File: src/hw/rtl/tscc_pkg.sv
`timescale 1ns / 1ps

package tscc_pkg;

  localparam int PID_W   = 13;
  localparam int CC_W    = 4;
  localparam int HDR_W   = 32;
  localparam int RES_W   = 32;

  localparam logic [7:0]       SYNC_BYTE = 8'h47;
  localparam logic [PID_W-1:0] PID_FIRST = 13'h0010;
  localparam logic [PID_W-1:0] PID_LAST  = 13'h1ffe;
  localparam logic [PID_W-1:0] PID_NULL  = 13'h1fff;

  localparam logic FUNC_PACKET = 1'b0;
  localparam logic FUNC_TICK   = 1'b1;

  typedef struct packed {
    logic            valid;
    logic [CC_W-1:0] cc;
  } entry_t;

  typedef struct packed {
    logic             en;
    logic [PID_W-1:0] pid;
    entry_t           entry;
  } tbl_upd_t;

  // one classified word as it leaves the input register
  typedef struct packed {
    logic en;
    logic tick;
    logic good;
    logic bad;
    logic cc_err;
    logic scr;
    logic signal;
  } event_t;

  typedef struct packed {
    logic             sec_err;
    logic             sec_ua;
    logic [RES_W-1:0] packet_count;
    logic [RES_W-1:0] cc_error_count;
    logic [RES_W-1:0] bad_sync_count;
    logic [RES_W-1:0] scrambled_count;
    logic [RES_W-1:0] errored_seconds;
    logic [RES_W-1:0] unavailable_seconds;
    logic [RES_W-1:0] bad_seconds;
  } report_t;

endpackage

File: src/hw/rtl/tscc_stats.sv
`timescale 1ns / 1ps

module tscc_stats
  import tscc_pkg::*;
#(
  parameter int COUNT_WIDTH = 32
) (
  input  logic    clk,
  input  logic    rst,
  input  event_t  ev,
  output report_t rep
);

  logic                   error_seen, error_seen_next;
  logic                   signal_seen, signal_seen_next;
  logic [COUNT_WIDTH-1:0] good_packets, good_packets_next;
  logic [COUNT_WIDTH-1:0] cc_errors, cc_errors_next;
  logic [COUNT_WIDTH-1:0] sync_errors, sync_errors_next;
  logic [COUNT_WIDTH-1:0] scr_packets, scr_packets_next;
  logic [COUNT_WIDTH-1:0] errored_secs, errored_secs_next;
  logic [COUNT_WIDTH-1:0] ua_secs, ua_secs_next;
  logic [COUNT_WIDTH-1:0] bad_secs, bad_secs_next;
  logic                   sec_err;
  logic                   sec_ua;

  localparam logic [COUNT_WIDTH-1:0] ONE = COUNT_WIDTH'(1);

  always_comb begin
    sec_err = ev.tick && error_seen;
    sec_ua  = ev.tick && !signal_seen;

    good_packets_next = ev.good   ? good_packets + ONE : good_packets;
    cc_errors_next    = ev.cc_err ? cc_errors + ONE    : cc_errors;
    sync_errors_next  = ev.bad    ? sync_errors + ONE  : sync_errors;
    scr_packets_next  = ev.scr    ? scr_packets + ONE  : scr_packets;
    errored_secs_next = sec_err   ? errored_secs + ONE : errored_secs;
    ua_secs_next      = sec_ua    ? ua_secs + ONE      : ua_secs;
    bad_secs_next     = (sec_err || sec_ua) ? bad_secs + ONE : bad_secs;

    if (ev.tick) begin
      error_seen_next  = 1'b0;
      signal_seen_next = 1'b0;
    end else begin
      error_seen_next  = error_seen || ev.bad || ev.cc_err;
      signal_seen_next = signal_seen || ev.signal;
    end
  end

  always_ff @(posedge clk) begin
    if (rst) begin
      error_seen   <= 1'b0;
      signal_seen  <= 1'b0;
      good_packets <= '0;
      cc_errors    <= '0;
      sync_errors  <= '0;
      scr_packets  <= '0;
      errored_secs <= '0;
      ua_secs      <= '0;
      bad_secs     <= '0;
    end else if (ev.en) begin
      error_seen   <= error_seen_next;
      signal_seen  <= signal_seen_next;
      good_packets <= good_packets_next;
      cc_errors    <= cc_errors_next;
      sync_errors  <= sync_errors_next;
      scr_packets  <= scr_packets_next;
      errored_secs <= errored_secs_next;
      ua_secs      <= ua_secs_next;
      bad_secs     <= bad_secs_next;
    end
  end

  always_comb begin
    rep.sec_err             = sec_err;
    rep.sec_ua              = sec_ua;
    rep.packet_count        = RES_W'(good_packets_next);
    rep.cc_error_count      = RES_W'(cc_errors_next);
    rep.bad_sync_count      = RES_W'(sync_errors_next);
    rep.scrambled_count     = RES_W'(scr_packets_next);
    rep.errored_seconds     = RES_W'(errored_secs_next);
    rep.unavailable_seconds = RES_W'(ua_secs_next);
    rep.bad_seconds         = RES_W'(bad_secs_next);
  end

endmodule

File: config.mk
export PLATFORM = sky130hd
export DESIGN_NAME = tscc_stats
export DESIGN_NICKNAME = d
export VERILOG_FILES = /design/src/hw/rtl/tscc_pkg.sv /design/src/hw/rtl/tscc_stats.sv
export SDC_FILE = /design/constraint.sdc
export NUM_CORES = 1
export LEC_CHECK = 0
export BUFFER_PORTS_ARGS = -buffer_cell sky130_fd_sc_hd__buf_4
export CORE_MARGIN = 3
export CORE_UTILIZATION = 45
export CTS_CLUSTER_DIAMETER = 80
export DETAILED_ROUTE_END_ITERATION = 7
export PLACE_DENSITY = 0.66
export SYNTH_ARGS = -nofsm -noshare
export SYNTH_HDL_FRONTEND = slang
export SYNTH_SLANG_ARGS = --single-unit
File: constraint.sdc
create_clock -name clk -period 2.6 [get_ports clk]
set_clock_uncertainty 0.1 [all_clocks]
set_input_delay 0.13 -clock clk [delete_from_list [all_inputs] [get_ports clk]]
set_output_delay 0.13 -clock clk [all_outputs]
set_load 0.005 [all_outputs]
Word-level counts from Yosys, hierarchy flattened
Cells that the tools add are included.
{ "totals": {"ff_bits": 226, "input_bits": 9, "wordCells": 32} }
{ "classes": {"n_addsub": 7, "mux": 9, "reduce_logical": 7} }
{ "op_table": {"columns": ["operator", "n"], "rows": [
  ["adder 32 x 1 -> 32 bit (second input constant)", 7],
  ["2-to-1 mux 32 bit", 7],
  ["logical OR 1 bit", 4],
  ["logical AND 1 bit", 2],
  ["2-to-1 mux 1 bit", 2],
  ["zero test 1 bit", 1]
]} }

Depth between registers and ports, before layout
Gate-level depths: netlist of the first run.
{ "logic_depth": {"word_depth": 4, "mapped_depth": 8, "mapped_depth_nobuf": 6} }

Least setup slack after synthesis of the first run
Ideal clock, no wire load.
{ "synth_path": {"path_type": "reg-to-reg", "startpoint": "register cc_errors[0]", "endpoint": "register cc_errors[20]", "t_arrival_ns": 1.824, "required_time_ns": 2.372, "slack_ns": 0.548, "stages_incl_launch_ff": 7, "n_path_buf": 0, "synth_period_minus_slack_ns": 2.052, "cell_sequence": "dfxtp_1 ha_1 nand4_2 nor4_2 nand4_1 xnor2_1 nor2_1"} }
{ "synth_via": {"elab_chain_cells": 2} }
{ "synth_rtl": {"columns": ["item", "line", "source"], "rows": [
  ["from (decl)", "tscc_stats.sv:17", "logic [COUNT_WIDTH-1:0] cc_errors, cc_errors_next;"],
  ["from (signal assigned)", "tscc_stats.sv:64", "cc_errors <= cc_errors_next;"],
  ["adder 32 x 1 -> 32 bit", "tscc_stats.sv:33", "cc_errors_next = ev.cc_err ? cc_errors + ONE : cc_errors;"],
  ["2-to-1 mux 32 bit", "tscc_stats.sv:33", null]
]} }
Every way passes these cells.
A chain may end at the register's enable or synchronous reset.

==> impl_metrics.env, run 1 <==
export IMPL_outcome="completed"
export IMPL_wire_per_inst_um=16.20
export IMPL_synth_warning_count=0
export IMPL_swShare_pct=22.84
export IMPL_max_slew_margin_pct=59.91
export IMPL_yosysTopAreaCell="dfxtp_1"
export IMPL_switching_power_mw=1.755
export IMPL_cts_sink_count=226
export IMPL_regArea_um2=4642
export IMPL_r2r_cells=8
export IMPL_hold_violations=0
export IMPL_critPathArrivalTime_ns=2.28
export IMPL_p_per_area_nw_per_um2=424.9
export IMPL_p_seq_share_pct=45.5
export IMPL_synthesis_nets=1807
export IMPL_path_clk_slew_ns=0.06
export IMPL_cts_htree_levels=1
export IMPL_worstMarginPinSlew_ns=0.6013
export IMPL_p_int_mw=5.931
export IMPL_place_gp_congestion=0.9416
export IMPL_pwr_share_clk_pct=50.4
export IMPL_synth_edff_count=0
export IMPL_max_cap_viol_count=0
export IMPL_grt_use_total_pct=22.29
export IMPL_fillCellCount=2689
export IMPL_setup_violations_final=0
export IMPL_die_y_um=182.5
export IMPL_grt_max_degree=120
export IMPL_whs_ns=0.06452
export IMPL_period_share_pct=96.62
export IMPL_routed_wl_mm=39.75
export IMPL_worstReg2RegStart="bad_secs[0]"
export IMPL_synth_main_ff_cell="dfxtp_1"
export IMPL_reg2reg_slack_ns=0.30
export IMPL_worstSetupEndpoint="rep[125]"
export IMPL_post_place_ws_ns=0.3791
export IMPL_syn_instance_count=1791
export IMPL_dieArea_um2=33290
export IMPL_placed_area_um2=16170
export IMPL_ios=235
export IMPL_synth_most_common_cell="nor2_1"
export IMPL_grt_pass1_wl_mm=63.09
export IMPL_clockRootBuffer="clkbuf_16"
export IMPL_clkLatencyLatePin_ns=0.52
export IMPL_cts_tree="yes"
export IMPL_final_core_utilization_pct=59.92
export IMPL_final_area_um2=18090
export IMPL_leakage_nw=7.291
export IMPL_ys_seq_area_share_pct=32.29
export IMPL_crit_fanout=5
export IMPL_synth_top_area_share_pct=32.29
export IMPL_peakVddDrop_mv=0.4168
export IMPL_timing_rr_end="bad_secs[24]"
export IMPL_cts_inserted_buffers=27
export IMPL_vias=13340
export IMPL_cp_required_ns=2.37
export IMPL_rows=63
export IMPL_synth_seq_cells=226
export IMPL_synthDistinctLibCells=46
export IMPL_start_util_pct=46.41
export IMPL_slew_viol_final=0
export IMPL_worstSetupPathType="reg2out"
export IMPL_n_antenna_cell=0
export IMPL_die_x_um=182.5
export IMPL_ant_nets=0
export IMPL_cp_startpoint="scr_packets[2]"
export IMPL_async_reset_ff_share_pct=0
export IMPL_syn_cell_area_um2=14010
export IMPL_start_kind="flip-flop"
export IMPL_io_buffers=234
export IMPL_viasPerCell=5.435
export IMPL_total_power_mw=7.686
export IMPL_post_route_drc_count=0
export IMPL_timing_final_crit_period_ns=2.512
export IMPL_grt_setup_unrepaired="true"
export IMPL_min_path_type="in2reg"
export IMPL_syn_area_per_cell_um2=7.824
export IMPL_multi_input_area_um2=9295
export IMPL_hpwl_mm=27.81
export IMPL_synthTopCellsByCount="nor2_1, xor2_1, dfxtp_1"
export IMPL_syn2layout_area_growth_pct=29.11
export IMPL_grt_ovfl_total=0
export IMPL_core_um2=30190
export IMPL_drtIter0Drc=914
export IMPL_synth_area_leaders="dfxtp_1, xor2_1, xnor2_1"
export IMPL_grt_pass1_vias=12410
export IMPL_antenna_found_initial=0
export IMPL_p_comb_share_pct=4.1
export IMPL_drtPass1Iterations=7
export IMPL_clk_path_buf_depth=3
export IMPL_setup_slack_ns=0.08800
export IMPL_end_kind="output pin"
export IMPL_drive_gt1_share_pct=26.50
export IMPL_layout_nets=2061
export IMPL_max_freq_ghz=0.3981
==> placed cells by master, fill, tap and decap left out, types with 4 or more instances in the layout <==
cell type,instances
dfxtp_4,16
dfxtp_1,164
nor4_2,11
nand3_1,143
o21ai_0,20
clkbuf_8,5
buf_6,5
nand4_4,4
buf_4,332
xor2_1,231
and3_1,18
a21oi_1,25
inv_1,17
nor2_2,6
dlygate4sd3_1,8
nor4_4,14
or2_2,4
clkbuf_16,27
and3_4,4
clkbuf_1,4
nand4b_1,8
nand2_1,176
and2_1,21
dfxtp_2,46
nor3_4,4
nor3_2,6
nand4_1,130
xnor2_1,172
nor4_1,12
or3_1,19
nor3_1,35
and4_1,18
xnor2_2,7
nand3_2,4
clkinv_2,7
mux2_2,8
nor2_1,282
==> how the worst min path moves through the flow <==
| stage | start | endpoint | cells after the start |
|---|---|---|---|
| floorplan | ev[0] | signal_seen | 2 |
| global placement | ev[0] | signal_seen | 3 |
| detailed placement | ev[0] | signal_seen | 3 |
| CTS | ev[5] | bad_secs[4] | 4 |
| global route | ev[5] | bad_secs[4] | 4 |
| finish | ev[5] | bad_secs[4] | 4 |
==> metrics by stage <==
step | instances | TNS, ns
final | 2454 | 0
after global routing | 2454 | -0.2671
after CTS | 2419 | 0
after detailed placement | 2346 | 0
after global placement | 2346 | 0
after floorplan | 1791 | 0
==> logic make-up after synthesis <==
group | share of synthesized area (%)
AOI/OAI and AO/OA | 1.777
xor gates and xnor gates | 25.63
adders and majority gates | 0.6250
buffers and inverters | 4.304
DFF | 32.29
muxes | 0.6429
and+or+nand+nor | 34.74
==> cell type report <==
class / instances / area share [%]
timing repair buffer: 349 / 14.88
inverter: 19 / 0.3942
tap: 390 / 2.697
multi-input combinational: 1422 / 51.38
clock buffer: 36 / 4.198
sequential: 226 / 25.66
clock inverter: 12 / 0.7954
==> routing by layer <==
layer  share of wire [%]  track usage [%]  vias to the layer above
li1                    -                -                     6555
met1                  46            31.02                     6299
met2                  46            36.14                      419
met3                 6.1            3.329                       65
met4                 2.2            5.972                        0
met5                   0                0                        -
==> power by group through the flow <==
stage | registers [mW] | clock network, mW | logic (mW)
floorplan | 3.58 | 0 | 0.166
global placement | 3.58 | 0 | 0.296
detailed placement | 3.59 | 0 | 0.295
CTS | 3.51 | 3.96 | 0.311
global route | 3.50 | 4.08 | 0.344
finish | 3.50 | 3.87 | 0.315
==> state kept, by name, summed over array words and instances (netlist names) <==
name          count
ua_secs          32
good_packets     32
cc_errors        32
error_seen        1
bad_secs         32
errored_secs     32
scr_packets      32
sync_errors      32
signal_seen       1
==> critical path, cell delays in order (launching register included) <==
cell and delay (ns):
dfxtp_1 0.42, nand4_1 0.13, buf_4 0.18, nor4_4 0.27, and2_2 0.27, nand3_1 0.12
xnor2_1 0.23, buf_4 0.16
==> timing repair <==
item / CTS / global route
cloned: 1 / 1
setup endpoints to repair: 96 / 120
endpoints found under the hold margin: 59 / 0
gates resized for setup: 60 / 105
buffers inserted: 16 / 34
hold buffers: 8 / 0
pin swaps: 9 / 34
No activity file was read; power rests on OpenSTA's default activity.
==> run 2: changes to the inputs <==
--- a/config.mk
+++ b/config.mk
@@ -7,10 +7,10 @@
 export LEC_CHECK = 0
 export BUFFER_PORTS_ARGS = -buffer_cell sky130_fd_sc_hd__buf_4
 export CORE_MARGIN = 3
-export CORE_UTILIZATION = 45
+export CORE_UTILIZATION = 50
 export CTS_CLUSTER_DIAMETER = 80
 export DETAILED_ROUTE_END_ITERATION = 7
-export PLACE_DENSITY = 0.66
+export PLACE_DENSITY = 0.72
 export SYNTH_ARGS = -nofsm -noshare
 export SYNTH_HDL_FRONTEND = slang
 export SYNTH_SLANG_ARGS = --single-unit
==> run 2 against run 1 <==
Against the previous run:
- maximum frequency fell by 0.33%
- sequential power about the same
- worst hold slack better by 0.0069 ns
- global-route usage grew 1.8 points
- core utilization is 5.3 points higher
- total power decreased by 5.4%
- largest power group is now sequential cells
==> impl_metrics.env, run 2 (synthesis results as in run 1) <==
export IMPL_outcome="completed"
export IMPL_hpwl_mm=26.93
export IMPL_slew_viol_final=0
export IMPL_io_buffers=234
export IMPL_n_antenna_cell=0
export IMPL_grt_ovfl_total=0
export IMPL_worstMarginPinSlew_ns=0.7046
export IMPL_start_kind="flip-flop"
export IMPL_p_per_area_nw_per_um2=409.0
export IMPL_drtPass1Iterations=7
export IMPL_grt_max_degree=88
export IMPL_wl_met2_mm=18.11
export IMPL_whs_ns=0.07139
export IMPL_fillCellCount=2301
export IMPL_place_gp_congestion=0.8843
export IMPL_dieArea_um2=30070
export IMPL_grt_pass1_wl_mm=62.92
export IMPL_core_um2=27250
export IMPL_min_path_type="in2reg"
export IMPL_antenna_found_initial=0
export IMPL_end_kind="output pin"
export IMPL_path_clk_slew_ns=0.06
export IMPL_viasPerCell=5.577
export IMPL_start_util_pct=51.42
export IMPL_wl_met3_mm=2.693
export IMPL_drive_gt1_share_pct=25.39
export IMPL_cp_required_ns=2.37
export IMPL_max_freq_ghz=0.3968
export IMPL_critPathArrivalTime_ns=2.29
export IMPL_final_core_utilization_pct=65.22
export IMPL_rows=60
export IMPL_final_area_um2=17770
export IMPL_cts_htree_levels=1
export IMPL_die_x_um=173.4
export IMPL_grt_use_total_pct=24.09
export IMPL_routed_wl_mm=38.87
export IMPL_cts_inserted_buffers=25
export IMPL_post_route_drc_count=0
export IMPL_worstSetupPathType="reg2out"
export IMPL_layout_common_cells="buf_4, nor2_1, xor2_1, xnor2_1, nand2_1"
export IMPL_highest_layer="met4"
export IMPL_period_share_pct=96.93
export IMPL_timing_final_crit_period_ns=2.520
export IMPL_clkLatencyLatePin_ns=0.52
export IMPL_syn2layout_area_growth_pct=26.83
export IMPL_ant_nets=0
export IMPL_layout_nets=2044
export IMPL_placed_area_um2=16110
export IMPL_grt_setup_unrepaired="true"
export IMPL_cts_tree="yes"
export IMPL_grt_pass1_vias=12670
export IMPL_max_slew_margin_pct=53.03
export IMPL_leakage_nw=7.122
export IMPL_peakVddDrop_mv=0.4191
export IMPL_vias=13480
export IMPL_max_cap_viol_count=0
export IMPL_cts_sink_count=226
export IMPL_setup_violations_final=0
export IMPL_total_power_mw=7.269
export IMPL_wire_per_inst_um=16.09
export IMPL_crit_fanout=4
export IMPL_drtIter0Drc=865
export IMPL_clk_path_buf_depth=3
export IMPL_hold_violations=0
export IMPL_ios=235
export IMPL_layout_commonest_cell="buf_4"
export IMPL_die_y_um=173.4
export IMPL_clockRootBuffer="clkbuf_16"
export IMPL_drt_met1_wl_mm=16.89
[run 2: cell count changes in the layout (fill, tap and decap cells not counted), sizes merged]
cell           delta
buf              -12
clkdlybuf4s15     -2
bufinv            -3
clkinv            -2
dlygate4sd3       -1
inv               -1
clkbuf            +2
clkinvlp          -1
[run 2: critical path: stages (launching register included)]
cell     delay, ns
dfxtp_2       0.37
nand4_1       0.27
or2_4         0.34
nor4_2        0.18
buf_4         0.19
nand3_1       0.09
xnor2_1       0.21
buf_4         0.14
[run 2: repair_timing]
action,in CTS,in global routing
buffers inserted,13,28
endpoints found under the setup margin,84,117
endpoints found under the hold margin,56,0
pin swaps,8,33
gates resized for setup,40,107
hold buffers,7,0
gates cloned,0,0
[run 2: cell type report]
cell class | instances | area, µm² | share of cell area (%)
clock buffer | 38 | 774.5 | 4.358
clock inverter | 5 | 25.02 | 0.1408
inverter | 19 | 71.32 | 0.4013
multi-input combinational | 1422 | 9233 | 51.95
sequential | 226 | 4634 | 26.08
tap | 372 | 465.4 | 2.619
timing repair buffer | 334 | 2569 | 14.45
[run 2: final timing paths]
check / start / to / slack, ns / cells past startpoint
min reg2reg: errored_secs[31] / errored_secs[31] / 0.40 / 2
max reg2reg: sync_errors[11] / sync_errors[27] / 0.41 / 5
max: good_packets[10] / rep[211] / 0.08 / 7
min: ev[5] / bad_secs[4] / 0.07 / 4
[run 2: per-stage QoR]
| stage | setup TNS (ns) | setup slack [ns] | instances |
|---|---|---|---|
| CTS | -0.06145 | -0.06145 | 2388 |
| detailed placement | 0 | 0.3389 | 2325 |
| global route | -0.1853 | -0.03394 | 2416 |
| global placement | 0 | 0.3858 | 2325 |
| finish | 0 | 0.07973 | 2416 |
| floorplan | 0 | 0.5482 | 1791 |
[run 2: metal layers]
| metal | track usage, % | vias to the layer above |
|---|---|---|
| met5 | 0 | - |
| met4 | 7.568 | 0 |
| met3 | 4.139 | 80 |
| met2 | 39.61 | 507 |
| met1 | 32.30 | 6375 |
| li1 | - | 6513 |
[run 2: report_power, final]
part / total (mW) / internal, mW / switching (mW)
combinational: 0.307 / 0.113 / 0.195
clock: 3.46 / 2.03 / 1.42
sequential: 3.50 / 3.47 / 0.0304
total: 7.27 / 5.62 / 1.65
==> run 3: changes to the inputs <==
--- a/config.mk
+++ b/config.mk
@@ -5,12 +5,14 @@
 export SDC_FILE = /design/constraint.sdc
 export NUM_CORES = 1
 export LEC_CHECK = 0
+export ABC_AREA = 1
 export BUFFER_PORTS_ARGS = -buffer_cell sky130_fd_sc_hd__buf_4
 export CORE_MARGIN = 3
 export CORE_UTILIZATION = 50
 export CTS_CLUSTER_DIAMETER = 80
 export DETAILED_ROUTE_END_ITERATION = 7
-export PLACE_DENSITY = 0.72
+export GPL_TIMING_DRIVEN = 1
+export PLACE_DENSITY = 0.71
 export SYNTH_ARGS = -nofsm -noshare
 export SYNTH_HDL_FRONTEND = slang
 export SYNTH_SLANG_ARGS = --single-unit
==> run 3 against run 2 <==
Against the previous run:
- first-iteration DRC count increased by 14%
- via count increased by 24%
- routed wire length increased by 19%
- setup slack improved by 0.046 ns
- critical endpoint is now rep[152]
- largest cell class unchanged
- highest routed layer unchanged
==> impl_metrics.env, run 3 <==
export IMPL_cts_tree="yes"
export IMPL_grt_max_degree=167
export IMPL_die_y_um=182.4
export IMPL_syn_area_per_cell_um2=5.833
export IMPL_hpwl_mm=33.52
export IMPL_final_core_utilization_pct=61.63
export IMPL_crit_fanout=5
export IMPL_finalSetupTns_ns=0
export IMPL_timing_final_crit_period_ns=2.474
export IMPL_leakage_nw=9.484
export IMPL_layout_nets=2884
export IMPL_async_reset_ff_share_pct=0
export IMPL_drive_gt1_share_pct=12.53
export IMPL_place_inst=3219
export IMPL_cp_common_cell="nand2_1"
export IMPL_reg2reg_slack_ns=0.67
export IMPL_crit_slowest_cell="dfxtp_1"
export IMPL_use_met1_pct=34.31
export IMPL_drtPass1Iterations=5
export IMPL_clockRootBuffer="clkbuf_16"
export IMPL_syn_cell_area_um2=15560
export IMPL_critPathArrivalTime_ns=2.24
export IMPL_cp_cell_sequence="ha_1 -> nand2_1 -> nor2_1 -> nand2_1 -> nor2_2 -> nand2_1 -> nand2_1 -> nand2_1 -> inv_1 -> buf_4"
export IMPL_n_antenna_cell=0
export IMPL_layout_common_cells="nand2_1, inv_1, nor2_1, buf_4, dfxtp_1"
export IMPL_r2r_cells=8
export IMPL_synthesis_nets=2683
export IMPL_placed_area_um2=17550
export IMPL_syn_instance_count=2667
export IMPL_peakVddDrop_mv=0.5281
export IMPL_core_um2=30110
export IMPL_clk_path_buf_depth=3
export IMPL_period_share_pct=95.15
export IMPL_min_delay_start="rst"
export IMPL_rows=63
export IMPL_place_gp_congestion=0.9481
export IMPL_io_buffers=234
export IMPL_grt_busiest_layer="met2"
export IMPL_clkLatencyLatePin_ns=0.54
export IMPL_yosysTopAreaCell="dfxtp_1"
export IMPL_synthTopCellsByCount="nand2_1, inv_1, nor2_1"
export IMPL_max_slew_margin_pct=45.57
export IMPL_hold_violations=0
export IMPL_slew_viol_final=0
export IMPL_start_kind="flip-flop"
export IMPL_timing_rr_end="sync_errors[20]"
export IMPL_met3_usage_pct=4.644
export IMPL_cts_htree_levels=1
export IMPL_grt_ovfl_total=0
export IMPL_min_to="bad_secs[11]"
export IMPL_end_kind="output pin"
export IMPL_worstSetupPathType="reg2out"
export IMPL_vias=16720
export IMPL_synth_warning_count=0
export IMPL_cp_required_ns=2.37
export IMPL_wire_per_inst_um=14.08
export IMPL_start_util_pct=51.67
export IMPL_outcome="completed"
export IMPL_grt_pass1_wl_mm=75.07
export IMPL_ys_seq_area_share_pct=29.08
export IMPL_synth_top_area_share_pct=29.08
export IMPL_die_x_um=182.4
export IMPL_antenna_found_initial=0
export IMPL_synth_seq_cells=226
export IMPL_final_area_um2=18560
export IMPL_instances_no_fill=3278
export IMPL_synth_main_ff_cell="dfxtp_1"
export IMPL_met2_usage_pct=45.92
export IMPL_max_freq_ghz=0.4042
export IMPL_slowest_delay_ns=0.41
export IMPL_post_route_drc_count=0
export IMPL_ant_nets=0
export IMPL_ios=235
export IMPL_setup_violations_final=0
export IMPL_cts_inserted_buffers=27
export IMPL_path_clk_slew_ns=0.06
export IMPL_p_per_area_nw_per_um2=499.6
export IMPL_routed_wl_mm=46.17
export IMPL_syn2layout_area_growth_pct=19.28
export IMPL_viasPerCell=5.100
export IMPL_synth_most_common_cell="nand2_1"
export IMPL_synth_area_leaders="dfxtp_1, nand2_1, inv_1"
export IMPL_worstMarginPinSlew_ns=0.8165
export IMPL_dieArea_um2=33270
export IMPL_grt_use_total_pct=26.76
export IMPL_drtIter0Drc=983
export IMPL_synth_edff_count=0
export IMPL_worstReg2RegStart="sync_errors[0]"
export IMPL_grt_pass1_vias=15420
export IMPL_min_path_type="in2reg"
export IMPL_hold_depth=5
export IMPL_synthDistinctLibCells=37
export IMPL_max_cap_viol_count=0
export IMPL_cts_sink_count=226
export IMPL_layout_commonest_cell="nand2_1"
==> run 3: through the flow <==
stage          setup WS, ns  power, mW  hold slack [ns]
3_3_place_gp         0.7466      5.431           0.2950
6_report             0.1262      9.271          0.07333
4_1_cts              0.1104      9.335          0.05845
5_1_grt           -0.002634      9.701          0.08498
2_1_floorplan        0.9909      4.807           0.1900
3_5_place_dp         0.6897      5.467           0.3092
==> run 3: kinds of logic (layout without fill, tap and decap cells) <==
logic type	after synthesis	in the layout	share of synthesized area (%)
DFF	226	226	29.08
AOI/OAI and AO/OA	386	386	12.76
xor gates and xnor gates	95	95	5.348
adders and majority gates	7	7	0.5629
buffers and inverters	602	822	14.90
and+or+nand+nor	1351	1352	37.35
==> run 3: final cells by class <==
type / count / area [µm²]
fill: 2952 / 11550
multi-input combinational: 1840 / 8736
sequential: 226 / 4524
inverter: 521 / 1961
timing repair buffer: 252 / 1956
clock buffer: 41 / 798.3
tap: 390 / 488.0
clock inverter: 8 / 93.84
==> run 3: worst max path at each step <==
| stage | start | depth (start not counted) | end |
|---|---|---|---|
| CTS | sync_errors[0] | 10 | rep[152] |
| global route | good_packets[1] | 8 | rep[210] |
| finish | sync_errors[0] | 10 | rep[152] |
| detailed placement | sync_errors[0] | 10 | rep[152] |
| floorplan | scr_packets[0] | 9 | scr_packets[16] |
| global placement | ua_secs[9] | 8 | rep[46] |
==> run 3: routing by layer <==
layer | part of all wire, % | up-vias
met3 | 7.1 | 91
met5 | 0 | -
li1 | - | 8612
met4 | 3.2 | 0
met1 | 43 | 7496
met2 | 46 | 518
==> run 3: timing repair <==
action | in CTS | in global routing
endpoints found under the setup margin | 0 | 9
gates resized for setup | 0 | 5
endpoints found under the hold margin | 37 | 0
buffers inserted | 0 | 0
hold buffers | 9 | 0
==> run 3: power by group <==
group | leakage, nW | internal, mW | switching (mW) | total (mW)
Clock | 0.443 | 2.30 | 1.55 | 3.86
Sequential | 1.87 | 3.69 | 0.252 | 3.95
Combinational | 7.17 | 0.616 | 0.853 | 1.47
Total | 9.48 | 6.61 | 2.66 | 9.27
==> run 3: critical path, delay by kind of cell, from the launching register on <==
kind / cells / cell delay (ns)
flops: 1 / 0.41
fa+ha+maj: 1 / 0.20
simple gates: 7 / 0.93
buf+inv: 2 / 0.14
